===== config.mk =====
export PLATFORM = sky130hd
export DESIGN_NAME = strict_priority_fifo_queue
export DESIGN_NICKNAME = d
export VERILOG_FILES = /design/src/design/spq_pkg.sv /design/src/design/spq_store.sv /design/src/design/spq_seq.sv /design/src/design/strict_priority_fifo_queue.sv
export SDC_FILE = /design/constraint.sdc
export NUM_CORES = 2
export LEC_CHECK = 0
export CORE_UTILIZATION = 57
export CTS_CLUSTER_DIAMETER = 80
export DETAILED_ROUTE_END_ITERATION = 16
export DONT_BUFFER_PORTS = 1
export PLACE_DENSITY_LB_ADDON = 0.2
export SETUP_SLACK_MARGIN = 0.02
export SKIP_LAST_GASP = 1
export SYNTH_ARGS = -nofsm -noshare
export SYNTH_HDL_FRONTEND = slang
export SYNTH_HIERARCHICAL = 1
export SYNTH_SLANG_ARGS = --single-unit

===== constraint.sdc =====
create_clock -name clock -period 5 [get_ports clock]
set_input_delay 1 -clock clock [delete_from_list [all_inputs] [get_ports clock]]
set_output_delay 1 -clock clock [all_outputs]
set_load 0.05 [all_outputs]

===== src/design/spq_pkg.sv =====
// Shared types, sizes and helpers for the strict-priority FIFO queue.
// Depends on nothing; every other design file refers to it by scoped names.
package spq_pkg;

   localparam int LEVEL_COUNT = 5;
   localparam int LEVEL_DEPTH = 16;

   localparam int ID_W  = 16;
   localparam int CX_W  = 3;
   localparam int URG_W = 3;

   localparam int LVL_W       = (LEVEL_COUNT > 1) ? $clog2(LEVEL_COUNT) : 1;
   localparam int PTR_W       = (LEVEL_DEPTH > 1) ? $clog2(LEVEL_DEPTH) : 1;
   localparam int CNT_W       = $clog2(LEVEL_DEPTH + 1);
   localparam int STORE_DEPTH = LEVEL_COUNT * LEVEL_DEPTH;
   localparam int ADDR_W      = $clog2(STORE_DEPTH);

   localparam logic KIND_ADD   = 1'b0;
   localparam logic KIND_SERVE = 1'b1;

   typedef enum logic [1:0] {
      ST_ADDED   = 2'd0,
      ST_DROPPED = 2'd1,
      ST_SERVED  = 2'd2,
      ST_EMPTY   = 2'd3
   } status_type;

   typedef struct packed {
      logic              kind;
      logic [ID_W-1:0]   order_id;
      logic [CX_W-1:0]   complexity;
      logic [URG_W-1:0]  urgency;
   } req_type;

   typedef struct packed {
      status_type        status;
      logic [ID_W-1:0]   served_id;
      logic [CX_W-1:0]   served_complexity;
      logic [URG_W-1:0]  served_urgency;
   } rsp_type;

   typedef struct packed {
      logic [ID_W-1:0]   order_id;
      logic [CX_W-1:0]   complexity;
   } entry_type;

   typedef struct packed {
      logic              wr_en;
      logic              rd_en;
      logic [ADDR_W-1:0] addr;
      entry_type         data;
   } store_req_type;

   typedef struct packed {
      logic    start;
      req_type item;
      logic    rsp_free;
   } seq_cmd_type;

   typedef struct packed {
      logic    idle;
      logic    done;
      rsp_type result;
   } seq_stat_type;

   function automatic logic [PTR_W-1:0] next_ptr(input logic [PTR_W-1:0] ptr);
      logic [PTR_W-1:0] nxt;
      if (ptr == PTR_W'(LEVEL_DEPTH - 1)) begin
         nxt = '0;
      end else begin
         nxt = ptr + PTR_W'(1);
      end
      return nxt;
   endfunction

   function automatic logic [ADDR_W-1:0] store_addr(input logic [LVL_W-1:0] lvl,
                                                    input logic [PTR_W-1:0] ptr);
      return ADDR_W'(lvl) * ADDR_W'(LEVEL_DEPTH) + ADDR_W'(ptr);
   endfunction

endpackage


===== src/design/spq_store.sv =====
// Entry store: one single-port memory holding every level's slots.
// Depends on spq_pkg for sizes and the entry and request types.
module spq_store (
   input  logic                  clock,
   input  spq_pkg::store_req_type store_req,
   output spq_pkg::entry_type    rd_data
);

   spq_pkg::entry_type mem [spq_pkg::STORE_DEPTH];
   spq_pkg::entry_type rd_data_ff;

   always_ff @(posedge clock) begin
      if (store_req.wr_en) begin
         mem[store_req.addr] <= store_req.data;
      end
      if (store_req.rd_en) begin
         rd_data_ff <= mem[store_req.addr];
      end
   end

   assign rd_data = rd_data_ff;

endmodule


===== src/design/spq_seq.sv =====
// Sequencer: per-level pointers and counts, one shared level check, scan.
// Depends on spq_pkg; drives the entry store through one request struct.
module spq_seq (
   input  logic                   clock,
   input  logic                   reset,
   input  spq_pkg::seq_cmd_type   cmd,
   output spq_pkg::seq_stat_type  stat,
   output spq_pkg::store_req_type store_req,
   input  spq_pkg::entry_type     rd_data
);

   typedef enum logic [1:0] {
      S_IDLE,
      S_ADD,
      S_SCAN,
      S_FINISH
   } state_type;

   state_type                   state_ff, state_in;
   spq_pkg::req_type            item_ff, item_in;
   logic [spq_pkg::LVL_W-1:0]   sel_ff, sel_in;
   spq_pkg::status_type         status_ff, status_in;
   logic [spq_pkg::PTR_W-1:0]   head_ff [spq_pkg::LEVEL_COUNT];
   logic [spq_pkg::PTR_W-1:0]   head_in [spq_pkg::LEVEL_COUNT];
   logic [spq_pkg::PTR_W-1:0]   tail_ff [spq_pkg::LEVEL_COUNT];
   logic [spq_pkg::PTR_W-1:0]   tail_in [spq_pkg::LEVEL_COUNT];
   logic [spq_pkg::CNT_W-1:0]   count_ff [spq_pkg::LEVEL_COUNT];
   logic [spq_pkg::CNT_W-1:0]   count_in [spq_pkg::LEVEL_COUNT];

   logic [spq_pkg::CNT_W-1:0]   sel_count;
   logic                        sel_empty;
   logic                        sel_full;
   logic                        new_urg_ok;
   logic                        item_urg_ok;

   // shared level check: one count read, compared against empty and full
   assign sel_count = count_ff[sel_ff];
   assign sel_empty = (sel_count == '0);
   assign sel_full  = (sel_count == spq_pkg::CNT_W'(spq_pkg::LEVEL_DEPTH));

   assign new_urg_ok  = (cmd.item.urgency != '0) &&
                        (int'(cmd.item.urgency) <= spq_pkg::LEVEL_COUNT);
   assign item_urg_ok = (item_ff.urgency != '0) &&
                        (int'(item_ff.urgency) <= spq_pkg::LEVEL_COUNT);

   always_comb begin
      state_in  = state_ff;
      item_in   = item_ff;
      sel_in    = sel_ff;
      status_in = status_ff;
      head_in   = head_ff;
      tail_in   = tail_ff;
      count_in  = count_ff;

      store_req.wr_en           = 1'b0;
      store_req.rd_en           = 1'b0;
      store_req.addr            = spq_pkg::store_addr(sel_ff, head_ff[sel_ff]);
      store_req.data.order_id   = item_ff.order_id;
      store_req.data.complexity = item_ff.complexity;

      case (state_ff)
         S_IDLE: begin
            if (cmd.start) begin
               item_in = cmd.item;
               if (cmd.item.kind == spq_pkg::KIND_ADD) begin
                  state_in = S_ADD;
                  sel_in   = new_urg_ok ?
                             spq_pkg::LVL_W'(cmd.item.urgency - spq_pkg::URG_W'(1)) : '0;
               end else begin
                  state_in = S_SCAN;
                  sel_in   = spq_pkg::LVL_W'(spq_pkg::LEVEL_COUNT - 1);
               end
            end
         end
         S_ADD: begin
            if (!item_urg_ok || sel_full) begin
               status_in = spq_pkg::ST_DROPPED;
            end else begin
               store_req.wr_en  = 1'b1;
               store_req.addr   = spq_pkg::store_addr(sel_ff, tail_ff[sel_ff]);
               tail_in[sel_ff]  = spq_pkg::next_ptr(tail_ff[sel_ff]);
               count_in[sel_ff] = sel_count + spq_pkg::CNT_W'(1);
               status_in        = spq_pkg::ST_ADDED;
            end
            state_in = S_FINISH;
         end
         S_SCAN: begin
            if (!sel_empty) begin
               // read the head; data is registered by the next cycle
               store_req.rd_en  = 1'b1;
               head_in[sel_ff]  = spq_pkg::next_ptr(head_ff[sel_ff]);
               count_in[sel_ff] = sel_count - spq_pkg::CNT_W'(1);
               status_in        = spq_pkg::ST_SERVED;
               state_in         = S_FINISH;
            end else if (sel_ff == '0) begin
               status_in = spq_pkg::ST_EMPTY;
               state_in  = S_FINISH;
            end else begin
               sel_in = sel_ff - spq_pkg::LVL_W'(1);
            end
         end
         S_FINISH: begin
            if (cmd.rsp_free) begin
               state_in = S_IDLE;
            end
         end
         default: begin
            state_in = S_IDLE;
         end
      endcase
   end

   always_ff @(posedge clock) begin
      if (reset) begin
         state_ff <= S_IDLE;
         for (int i = 0; i < spq_pkg::LEVEL_COUNT; i++) begin
            head_ff[i]  <= '0;
            tail_ff[i]  <= '0;
            count_ff[i] <= '0;
         end
      end else begin
         state_ff <= state_in;
         head_ff  <= head_in;
         tail_ff  <= tail_in;
         count_ff <= count_in;
      end
      item_ff   <= item_in;
      sel_ff    <= sel_in;
      status_ff <= status_in;
   end

   always_comb begin
      stat.idle          = (state_ff == S_IDLE);
      stat.done          = (state_ff == S_FINISH);
      stat.result.status = status_ff;
      if (status_ff == spq_pkg::ST_SERVED) begin
         stat.result.served_id         = rd_data.order_id;
         stat.result.served_complexity = rd_data.complexity;
         stat.result.served_urgency    = spq_pkg::URG_W'(sel_ff) + spq_pkg::URG_W'(1);
      end else begin
         stat.result.served_id         = '0;
         stat.result.served_complexity = '0;
         stat.result.served_urgency    = '0;
      end
   end

endmodule


===== src/design/strict_priority_fifo_queue.sv =====
// Top level of the strict-priority FIFO queue: handshakes and result register.
// Depends on spq_pkg, spq_seq and spq_store.
//
//   channel  direction  handshake              word
//   req      in         req_valid / req_ready  spq_pkg::req_type (add or serve)
//   rsp      out        rsp_valid / rsp_ready  spq_pkg::rsp_type (one per req)
//
// An add passes through capture, level check and store write, and finish.
// A serve: the shared level check walks the levels from the most urgent down,
// one per cycle, then the head is read from the single store port. Reset
// (synchronous, active high) empties every level at once; the store itself
// is never cleared. The result register frees the engine while an earlier
// word waits; only a second finished word stalls behind it.
module strict_priority_fifo_queue (
   input  logic             clock,
   input  logic             reset,
   input  logic             req_valid,
   output logic             req_ready,
   input  spq_pkg::req_type req_data,
   output logic             rsp_valid,
   input  logic             rsp_ready,
   output spq_pkg::rsp_type rsp_data
);

   spq_pkg::seq_cmd_type   cmd;
   spq_pkg::seq_stat_type  stat;
   spq_pkg::store_req_type store_req;
   spq_pkg::entry_type     rd_data;

   logic             rsp_valid_ff, rsp_valid_in;
   spq_pkg::rsp_type rsp_data_ff;
   logic             rsp_load;

   // take a new word only when the sequencer has nothing in hand
   assign req_ready    = stat.idle;
   assign cmd.start    = req_valid && req_ready;
   assign cmd.item     = req_data;
   // the result slot is free if empty or being drained this cycle
   assign cmd.rsp_free = !rsp_valid_ff || rsp_ready;

   spq_seq u_seq (
      .clock     (clock),
      .reset     (reset),
      .cmd       (cmd),
      .stat      (stat),
      .store_req (store_req),
      .rd_data   (rd_data)
   );

   spq_store u_store (
      .clock     (clock),
      .store_req (store_req),
      .rd_data   (rd_data)
   );

   assign rsp_load = stat.done && cmd.rsp_free;

   always_comb begin
      rsp_valid_in = rsp_valid_ff;
      if (rsp_load) begin
         rsp_valid_in = 1'b1;
      end else if (rsp_ready) begin
         rsp_valid_in = 1'b0;
      end
   end

   always_ff @(posedge clock) begin
      if (reset) begin
         rsp_valid_ff <= 1'b0;
      end else begin
         rsp_valid_ff <= rsp_valid_in;
      end
   end

   // hold the result word until it is taken
   always_ff @(posedge clock) begin
      if (rsp_load) begin
         rsp_data_ff <= stat.result;
      end
   end

   assign rsp_valid = rsp_valid_ff;
   assign rsp_data  = rsp_data_ff;

endmodule


==> flow_metrics.env <==
export IMPL_worstPathCellList="buf_4 > buf_4 > mux4_2 > a22oi_2 > ha_1 > a31o_4 > mux2i_4 > buf_12 > buf_4 > nor2b_1 > a22oi_1 > o21ai_0 > nor2_1 > a211oi_1 > o41a_1"
export IMPL_cts_tree="done"
export IMPL_cellLeakagePower_uw=0.0232
export IMPL_yosysWarnings=6
export IMPL_ff2ff_setup_slack_ns=0.09
export IMPL_rsz0062_at_grt="false"
export IMPL_syn_avg_cell_area_um2=17.2
export IMPL_finalCriticalPeriod_ns=4.91
export IMPL_powerDensity_mw_per_mm2=494
export IMPL_coreArea_mm2=0.113
export IMPL_final_common_cell="edfxtp_1"
export IMPL_async_flop_share=0
export IMPL_htree_levels=4
export IMPL_cpLargestDelayFamily="compound AO/OA/AOI/OAI gates"
export IMPL_synth_seq_cells=1658
export IMPL_cp_max_fo=17
export IMPL_synth_top_cell_area_share=0.732
export IMPL_drt_initial_drc_count=5876
export IMPL_final_cell_mix="1590 x edfxtp_1, 321 x mux2i_1, 283 x buf_4, 167 x clkbuf_16, 167 x a221oi_1"
export IMPL_antenna_left=0
export IMPL_dp_slack_ns=-0.473
export IMPL_grt_max_degree=81
export IMPL_ys_seq_area_frac=0.753
export IMPL_path_class="register to register"
export IMPL_syn_area_mm2=0.0652
export IMPL_max_slew_margin_rel=0.173
export IMPL_numCtsBuffers=164
export IMPL_critPathCaptureType="register"
export IMPL_die_y_um=340
export IMPL_utilization=0.659
export IMPL_r2r_cells=15
export IMPL_io_pins=53
export IMPL_wl_um=187000
export IMPL_track_usage=0.323
export IMPL_vias=38588
export IMPL_ir_drop_v=0.000364
export IMPL_initial_core_util=0.577
export IMPL_die_w_um=340
export IMPL_drv_cap=0
export IMPL_min_from="reset"
export IMPL_hp_class="input pin to register"
export IMPL_wl_per_cell_um=33.1
export IMPL_ctsHoldBuffers=0
export IMPL_r2r_start="u_seq/sel_ff[1]$_DFFE_PP_"
export IMPL_setup_viol=0
export IMPL_r2r_end="u_store/rd_data[9]$_DFFE_PP_"
export IMPL_portBuffers=0
export IMPL_area_growth_pct=14.1
export IMPL_cts_max_path_buffers=3
export IMPL_report_final_slew_viol_count=0
export IMPL_clock_latency_ns=0.78
export IMPL_worst_path_most_repeated_cell="buf_4"
export IMPL_drtPass1Iterations=6
export IMPL_cp_slowest_cell="a211oi_1"
export IMPL_overflow=0
export IMPL_grt_pass1_vias=36661
export IMPL_synth_ff_type="edfxtp_1"
export IMPL_grt_pass1_wl_um=268000
export IMPL_clock_skew_ns=0.0320
export IMPL_root_buffer="clkbuf_16"
export IMPL_timing_fmax_ghz=0.204
export IMPL_syn_nets=3820
export IMPL_drc=0
export IMPL_setup_slack_ns=0.0896
export IMPL_crit_path_max_incr_delay_ns=0.84
export IMPL_clk_pin_slew_ns=0.06
export IMPL_hold_depth=1
export IMPL_synth_distinct_cells=84
export IMPL_dieArea_mm2=0.116
export IMPL_layout_drive_gt1_share=0.209
export IMPL_synth_top_cells_by_area="edfxtp_1 73%, mux2i_1 5.0%, mux4_2 2.6%, a221oi_1 2.3%, dfxtp_1 2.1%"
export IMPL_final_nets=4052
export IMPL_grt_antenna_before_repair=16
export IMPL_worstMarginPinSlew_ns=1.24
export IMPL_fp_row_count=123
export IMPL_status="finished clean"
export IMPL_place_gp_congestion=0.964
export IMPL_cp_required_ns=5.63
export IMPL_synth_top_area_cell="edfxtp_1"
export IMPL_syn_instance_count=3780
export IMPL_worstPathArrival_ns=5.54
export IMPL_period_share=0.982
export IMPL_cp_start_kind="register"
export IMPL_crit_buf_inv=4
export IMPL_min_to="rsp_valid$_SDFFE_PP0P_"
export IMPL_dp_hpwl_um=111000
export IMPL_viasPerCell=6.84
export IMPL_cts_sinks=1658
export IMPL_finalHoldViolations=0
export IMPL_synth_edff_count=1590
export IMPL_fin_setup_tns_ns=0
export IMPL_nFillCells=7529
[routing by layer]
layer | track usage | vias up | wire length [µm]
li1 | - | 15863 | -
met4 | 0.118 | 12 | 7480
met3 | 0.0799 | 427 | 24000
met5 | 0 | - | 89
met1 | 0.465 | 19622 | 71200
met2 | 0.482 | 2664 | 84200
[stage by stage]
step | instances | cell area, µm² | hold WS (ns) | total power (µW)
final | 5645 | 74400 | 0.298 | 36700
after floorplan | 3780 | 65200 | 0.418 | 20600
after detailed placement | 5336 | 69000 | 0.445 | 24500
after global routing | 5642 | 74400 | 0.271 | 37500
after global placement | 5336 | 69000 | 0.449 | 24500
after CTS | 5638 | 74300 | 0.268 | 36400
[logic make-up after synthesis]
kind of cell               share of synthesized area
AOI/OAI and AO/OA                             0.0911
xor gates and xnor gates                     0.00107
adders and majority gates                    0.00250
buffers and inverters                         0.0238
DFF                                            0.753
muxes                                         0.0911
and+or+nand+nor                               0.0371
[worst reg2reg max path: stages (launching register included)]
cell      delay [ns]
edfxtp_1        0.39
buf_4           0.17
buf_4           0.13
mux4_2          0.43
a22oi_2         0.17
ha_1            0.22
a31o_4          0.27
mux2i_4         0.40
buf_12          0.21
buf_4           0.31
nor2b_1         0.55
a22oi_1         0.17
o21ai_0         0.17
nor2_1          0.09
a211oi_1        0.84
o41a_1          0.26
[worst max path at each step]
stage	cells after the start	to	slack, ns	startpoint
after floorplan	15	u_store/mem[62][0]$_DFFE_PP_	-0.12	u_seq/sel_ff[1]$_DFFE_PP_
after global placement	14	u_store/rd_data[14]$_DFFE_PP_	-0.45	u_seq/sel_ff[1]$_DFFE_PP_
after CTS	17	u_store/rd_data[3]$_DFFE_PP_	0.005	u_seq/sel_ff[1]$_DFFE_PP_
after global routing	10	u_store/mem[40][17]$_DFFE_PP_	0.03	u_seq/sel_ff[1]$_DFFE_PP_
after detailed placement	17	u_store/rd_data[3]$_DFFE_PP_	-0.47	u_seq/sel_ff[1]$_DFFE_PP_
final	15	u_store/rd_data[9]$_DFFE_PP_	0.09	u_seq/sel_ff[1]$_DFFE_PP_
[where the power goes]
group	total, µW	internal, µW	switching (µW)	leakage (µW)
clock network	12000	6870	5160	0.00254
registers	16300	16100	223	0.0149
logic	8380	2550	5830	0.00576
total	36700	25500	11200	0.0232
[final cells by class]
type | instances | area [µm²] | area share
Antenna cell | 3 | 7.51 | 0.000101
Clock buffer | 207 | 4340 | 0.0583
Clock inverter | 89 | 841 | 0.0113
Inverter | 24 | 91.3 | 0.00123
Multi-Input combinational cell | 1829 | 15000 | 0.201
Sequential cell | 1658 | 49100 | 0.660
Tap cell | 1500 | 1880 | 0.0252
Timing Repair Buffer | 335 | 3150 | 0.0424
[cell usage after synthesis (39+ instances only)]
library cell / number
buf_4: 67
nor2_1: 199
edfxtp_1: 1590
clkbuf_1: 86
o221ai_1: 39
nand3_1: 72
mux2_2: 89
buf_2: 87
o21ai_0: 79
mux4_2: 74
a221oi_1: 172
a22oi_1: 132
nand2_1: 116
a21oi_1: 112
o22ai_1: 46
mux2i_1: 323
nor3_1: 49
dfxtp_1: 68
[sequential cells by signal, summed over array words and instances, names as in the netlist, named ones only]
| signal | count |
|---|---|
| u_seq/sel_ff | 3 |
| u_seq/store_req | 19 |
| u_store/mem | 1520 |
| u_seq/head_ff | 20 |
| u_seq/state_ff | 2 |
| rsp_valid | 1 |
| u_seq/status_ff | 2 |
| rsp_data | 24 |
| u_store/rd_data | 19 |
| u_seq/count_ff | 20 |
| u_seq/tail_ff | 20 |
| u_seq/item_ff | 3 |
[what timing repair did]
action                     CTS  global route
hold endpoints to repair     0             0
resized for setup           13            20
setup endpoints to repair   12            85
buffers inserted             4             5
pin swaps                    1             1
cloned                       2             0
Note: power is estimated with default switching activity, not from simulation.
